--- config.mk ---
export PLATFORM = sky130hd
export DESIGN_NAME = ptc_temp
export DESIGN_NICKNAME = d
export VERILOG_FILES = /design/src/rtl/core/ptc_temp.sv
export SDC_FILE = /design/constraint.sdc
export NUM_CORES = 2
export LEC_CHECK = 0
export BUFFER_PORTS_ARGS = -buffer_cell sky130_fd_sc_hd__buf_2
export CORE_MARGIN = 3
export CORE_UTILIZATION = 60
export CTS_BUF_LIST = sky130_fd_sc_hd__clkbuf_16
export DETAILED_ROUTE_END_ITERATION = 8
export HOLD_SLACK_MARGIN = 0.06
export PLACE_DENSITY = 0.74
export SETUP_SLACK_MARGIN = 0.4
export SKIP_LAST_GASP = 1
export SYNTH_ARGS = -nofsm -noshare
export SYNTH_HDL_FRONTEND = slang
export SYNTH_SLANG_ARGS = --single-unit
export TNS_END_PERCENT = 100
--- constraint.sdc ---
create_clock -name clk -period 15.27 [get_ports clk]
set_clock_uncertainty 0.1 [all_clocks]
set_input_delay 0.7635 -clock clk [delete_from_list [all_inputs] [get_ports clk]]
set_output_delay 0.7635 -clock clk [all_outputs]
set_load 0.02 [all_outputs]
--- src/rtl/core/ptc_temp.sv ---
`timescale 1ns / 1ps
// ----------------------------------------------------------------------------
// ptc_temp
// Five-stage 32-bit temperature compensation: fine value and centidegrees.
// ----------------------------------------------------------------------------
module ptc_temp (
  input  logic        clk,
  input  logic        rst_n,
  input  logic        vld_i,
  input  logic [19:0] adc_t_i,
  input  logic [19:0] adc_p_i,
  input  logic [47:0] temp_cal_i,
  output logic        vld_o,
  output logic [31:0] fine_o,
  output logic [31:0] centi_o,
  output logic [19:0] adc_p_o
);

  localparam int unsigned DEPTH = 5;

  logic        vld_r [1:DEPTH];
  logic [19:0] adcp_r [1:DEPTH];
  logic [19:0] adc_t_r;
  logic [31:0] m1_r;
  logic [31:0] sq_r;
  logic [31:0] a1_r;
  logic [31:0] m3_r;
  logic [31:0] fine_r [4:DEPTH];
  logic [31:0] centi_r;

  logic [31:0] t1;
  logic [31:0] t2;
  logic [31:0] t3;
  logic [31:0] d1;
  logic [31:0] d2;
  logic [31:0] sq_sh;
  logic [31:0] f5;

  assign t1 = {16'b0, temp_cal_i[15:0]};
  assign t2 = {{16{temp_cal_i[31]}}, temp_cal_i[31:16]};
  assign t3 = {{16{temp_cal_i[47]}}, temp_cal_i[47:32]};
  assign d1 = {15'b0, adc_t_r[19:3]} - {15'b0, temp_cal_i[15:0], 1'b0};
  assign d2 = {16'b0, adc_t_r[19:4]} - t1;
  assign sq_sh = 32'($signed(sq_r) >>> 12);
  assign f5 = {fine_r[4][29:0], 2'b0} + fine_r[4] + 32'd128;

  always_ff @(posedge clk) begin
    if (!rst_n) begin
      for (int k = 1; k <= DEPTH; k++) vld_r[k] <= 1'b0;
    end else begin
      vld_r[1] <= vld_i;
      for (int k = 2; k <= DEPTH; k++) vld_r[k] <= vld_r[k-1];
    end
  end

  always_ff @(posedge clk) begin
    adc_t_r   <= adc_t_i;
    adcp_r[1] <= adc_p_i;
    for (int k = 2; k <= DEPTH; k++) adcp_r[k] <= adcp_r[k-1];
    m1_r      <= d1 * t2;
    sq_r      <= d2 * d2;
    a1_r      <= 32'($signed(m1_r) >>> 11);
    m3_r      <= sq_sh * t3;
    fine_r[4] <= a1_r + 32'($signed(m3_r) >>> 14);
    fine_r[5] <= fine_r[4];
    centi_r   <= 32'($signed(f5) >>> 8);
  end

  assign vld_o   = vld_r[DEPTH];
  assign fine_o  = fine_r[DEPTH];
  assign centi_o = centi_r;
  assign adc_p_o = adcp_r[DEPTH];

  a_temp_lat : assert property (@(posedge clk) disable iff (!rst_n)
    vld_o |-> $past(vld_i, DEPTH))
    else $error("temperature word without matching entry");

endmodule

== After elaboration in Yosys (flattened, before gate mapping) ==
Memories as Yosys holds them, arrays and structs flattened.
Index checks and enable logic that the tools add are counted.
Operators by class
  add/subtract/negate cells: 5
  multipliers: 3
  div/mod/pow operators: 0
  order comparisons: 0
  eq/ne operators: 0
  shifts and indexed selects: 0
  multiplexer cells: 7
  bitwise operators: 5
  reductions and logical operators: 0
Operators with widths (count)
  $add A32 B32 Y32: 1
  $add A32 B8 Y32 const B: 1
  $mul A17 B17 Y32: 1
  $mul A18 B16 Y32: 1
  $mul A20 B16 Y32: 1
  $add A21 B18 Y22: 1
  $sub A17 B17 Y18: 1
  $sub A16 B16 Y17: 1
  $mux W1: 7
  $or A1 B1 Y1: 5
Word-level totals
  register bits: 161
  latch bits: 0
  memory bits (writable): 169
  memory bits (read-only): 0
  input port bits: 91
  output and inout port bits: 85
  word-level logic and storage cells: 29
  memories kept: 3
Memories
  adcp_r: words 5, width 20, read ports 5, clocked after memory_dff 0, wr ports 5, line 22  | logic [19:0] adcp_r [1:DEPTH];
  fine_r: words 2, width 32, read ports 2, clocked after memory_dff 0, wr ports 2, line 28  | logic [31:0] fine_r [4:DEPTH];
  vld_r: words 5, width 1, read ports 5, clocked after memory_dff 0, wr ports 5, line 21  | logic vld_r [1:DEPTH];

== Depth between registers and ports, before layout ==
An unclocked memory read counts as a cell.
  word-level depth: 3
  mapped depth: 34
  gate-level depth less buffers: 34

== Worst setup path before layout ==
OpenSTA, ideal clock, no wires.
  path kind: input to register
  from: input temp_cal_i[8]
  to: register m1_r[31]
  library setup time: 129 ps
  arrival: 7877 ps
  required time: 15041 ps
  path slack: 7164 ps
  stages: 29
  buffers on the path: 1
  path through: inv_1 > ha_1 > a21o_1 > a21oi_2 > a2bb2oi_1 > a31oi_2 > a21o_1 > a21oi_4 > clkbuf_1 > nand2_1 > fa_1 > inv_1 > fa_1 > fa_1 > fa_1 > fa_1 > inv_1 > fa_1 > inv_1 > ha_1 > a21o_1 > a21o_1 > a211o_1 > a21oi_2 > o211a_1 > o221ai_1 > nor2_1 > xnor2_1 > xnor3_1
On the way
  longest elaborated chain between the ends: 2
RTL lines
  from (decl): line 12  | input logic [47:0] temp_cal_i,
  $sub A17 B17 Y18: line 42  | assign d1 = {15'b0, adc_t_r[19:3]} - {15'b0, temp_cal_i[15:0], 1'b0};
  $mul A18 B16 Y32: line 60  | m1_r <= d1 * t2;
  to (signal assigned): line 60
  to (decl): line 24  | logic [31:0] m1_r;
No other way between the ends.

== Final worst setup path ==
  from: register adc_t_r[4]
  to: register m1_r[31]
On the way
  longest elaborated chain between the ends: 2
RTL lines
  from (decl): line 23  | logic [19:0] adc_t_r;
  from (signal assigned): line 57  | adc_t_r <= adc_t_i;
  $sub A17 B17 Y18: line 42
  $mul A18 B16 Y32: line 60
No other way between the ends.

==> results.py <==
metrics = {
    "timing": {
        "worst_pin_slew_ns": 1.22,
        "slew_viol_final": 0,
        "setup_ws_ns": 6.26,
        "rsz0062_at_grt": "false",
        "setup_viol": 0,
        "period_share_pct": 59.0,
        "fmax_mhz": 111,
        "timing.hold.ws_ns": 0.161,
        "totalNegativeSetupSlack_ns": 0,
        "hold_viol_final": 0,
        "fin_crit_ns": 9.01,
        "maxSlewHeadroom_pct": 17.8,
    },
    "clock_tree": {
        "clk_transition_reported_paths_ns": 0.08,
        "clockRootBuffer": "clkbuf_16",
        "post_cts_buffers": 0,
        "clock_path_buffers": 3,
        "holdBufCountCts": 0,
        "cts_tree": "yes",
        "cts.sinks": 270,
        "cts_buffers": 28,
        "ctsResizeCount": 0,
        "h-tree-depth": 1,
        "clk_latency_ns": 0.59,
    },
    "yosys": {
        "synth_cell_types": 84,
        "synth_top_area_share_pct": 43.2,
        "synth_area_leaders": "fa_1 (43%), dfxtp_1 (14%), ha_1 (11%)",
        "async_flop_share_pct": 0,
        "syn_nets": 5137,
        "yosys_warnings": 0,
        "synth_most_common_cell": "inv_1",
        "synthFlopType": "dfxtp_1",
        "syn_inst": 3913,
        "seq_area_frac_synth_pct": 14.3,
        "synth.largest_area_cell": "fa_1",
        "synth_area_um2": 37800,
        "postSynthAreaPerCell_um2": 9.65,
        "synth_common_cells": "inv_1 (974), fa_1 (815), nand2_1 (458)",
        "ys_ff_latch": 270,
        "synth-edff-count": 0,
    },
    "critical_path": {
        "endpoint_kind": "flip-flop",
        "crit_top_cell": "fa_1",
        "cp-start-kind": "flip-flop",
        "arrival_ns": 9.38,
        "crit_slowest_cell": "xor2_2",
        "max_stage_delay_ns": 0.62,
        "crit_type": "reg -> reg",
        "path_max_fanout": 15,
        "required_ns": 15.64,
    },
    "detailed_routing": {
        "routed_via_density": 5.22,
        "vias": 25146,
        "drt_iter0_drc": 1305,
        "wire_per_inst_um": 16.8,
        "drc_errors": 0,
        "antenna_left": 0,
        "drt_wl_total_um": 81100,
        "firstDrtPassIters": 5,
    },
    "min_path": {
        "hold_path_class": "in -> reg",
    },
    "placement": {
        "placed_area_um2": 39000,
        "post-place-ws_ns": 5.82,
        "port_buffers": 172,
        "hpwl_um": 64600,
        "gp_congestion": 0.880,
    },
    "global_route": {
        "grt_usage_pct": 26.1,
        "antenna_found_initial": 7,
        "grt_pass1_wl_um": 138000,
        "grt_overflow_total": 0,
        "grt_pass1_vias": 27515,
        "grt_start_max_net_pins": 35,
    },
    "final_layout": {
        "layout-drive-gt1-share_pct": 7.14,
        "synthToLayoutAreaGrowth_pct": 5.70,
        "seq_area_um2": 5410,
        "final_area_um2": 39900,
        "fill_cells": 5059,
        "multiInputGateArea_um2": 27800,
        "nNetsFinal": 5181,
    },
    "floorplanning": {
        "core_um2": 62100,
        "row_count": 91,
        "num_io_pins": 176,
        "die_w_um": 257,
        "die_h_um": 257,
        "initial_core_util_pct": 60.9,
        "dieArea_um2": 66000,
    },
    "job": {
        "max-cap-violations": 0,
    },
    "run_status": {
        "status": "finished clean",
    },
}
==> registers in the layout, summed over array words and instances (netlist names) <==
register and flops:
vld_r 5, adc_t_r 17, centi_o 24, a1_r 21, m1_r 21, fine_r 44
m3_r 18, adcp_r 100, sq_r 20
==> worst max-delay path: cells and delay by family (launching register included) <==
family / cells / cell delay, ns
AO/OA/AOI/OAI: 5 / 1.15
flip-flops: 1 / 0.33
buffers and inverters: 6 / 1.08
AND/OR/NAND/NOR: 7 / 1.16
adder cells (fa/ha/maj): 9 / 3.84
XOR/XNOR: 3 / 1.19
==> through the flow <==
step	std cells	utilization, %
6_report	4818	64.4
5_1_grt	4818	64.4
4_1_cts	4816	64.3
3_5_place_dp	4764	62.8
3_3_place_gp	4764	62.8
2_1_floorplan	3913	-
==> logic make-up (layout without fill, tap and decap cells) <==
logic type	Yosys count	in the layout	share of synthesized area, %
XOR/XNOR	142	142	3.37
adder cells (fa/ha/maj)	1133	1133	53.7
buffers and inverters	1167	1233	12.3
multiplexers	3	3	0.0861
AND/OR/NAND/NOR	951	951	11.7
flip-flops	270	270	14.3
other	0	2	0
AO/OA/AOI/OAI	247	247	4.55
==> cell usage in the layout (no fill, tap or decap), types with 6 or more instances in the layout <==
cell / count
nor2_1: 142
a211oi_1: 7
o21ai_0: 42
nand2_1: 458
a31oi_1: 22
nand3_1: 14
o21bai_1: 9
a21boi_0: 6
a21oi_1: 55
a21o_1: 26
nand2b_1: 31
clkinv_2: 8
clkinv_1: 10
and2_1: 220
o211ai_1: 8
o21a_1: 14
nand4_1: 12
fa_1: 815
xnor2_1: 101
xor2_1: 34
buf_4: 24
inv_1: 976
nor2b_1: 26
clkbuf_16: 28
buf_2: 172
nor3_1: 22
dfxtp_1: 270
ha_1: 318
==> area by class of cell <==
cell class,count,share of cell area (%)
clock buffers,28,1.75
repair buffers,196,2.61
multi-input cells,2476,69.6
well taps,837,2.62
flip-flops and latches,270,13.5
inverters,985,9.26
diodes,2,0.0125
clock inverters,24,0.639
==> worst paths after layout <==
check | startpoint | end | slack (ns) | cells past startpoint
worst min-delay path | adc_t_i[11] | adc_t_r[11]$_DFF_P_ | 0.16 | 1
worst max-delay path | adc_t_r[4]$_DFF_P_ | m1_r[31]$_DFF_P_ | 6.26 | 30
worst min register to register | m1_r[21]$_DFF_P_ | a1_r[10]$_DFF_P_ | 0.21 | 0
worst max register to register | adc_t_r[4]$_DFF_P_ | m1_r[31]$_DFF_P_ | 6.26 | 30
==> routing by layer <==
metal / track usage [%] / vias up / wire length, um
met1: 33.6 / 12674 / 32500
met2: 44.4 / 774 / 39400
li1: - / 11506 / -
met4: 9.20 / 10 / 3300
met3: 5.19 / 182 / 5770
met5: 0.731 / - / 117
Power is not shown: default switching activity piles up to over one toggle a cycle in this logic, so the estimate is an artifact.
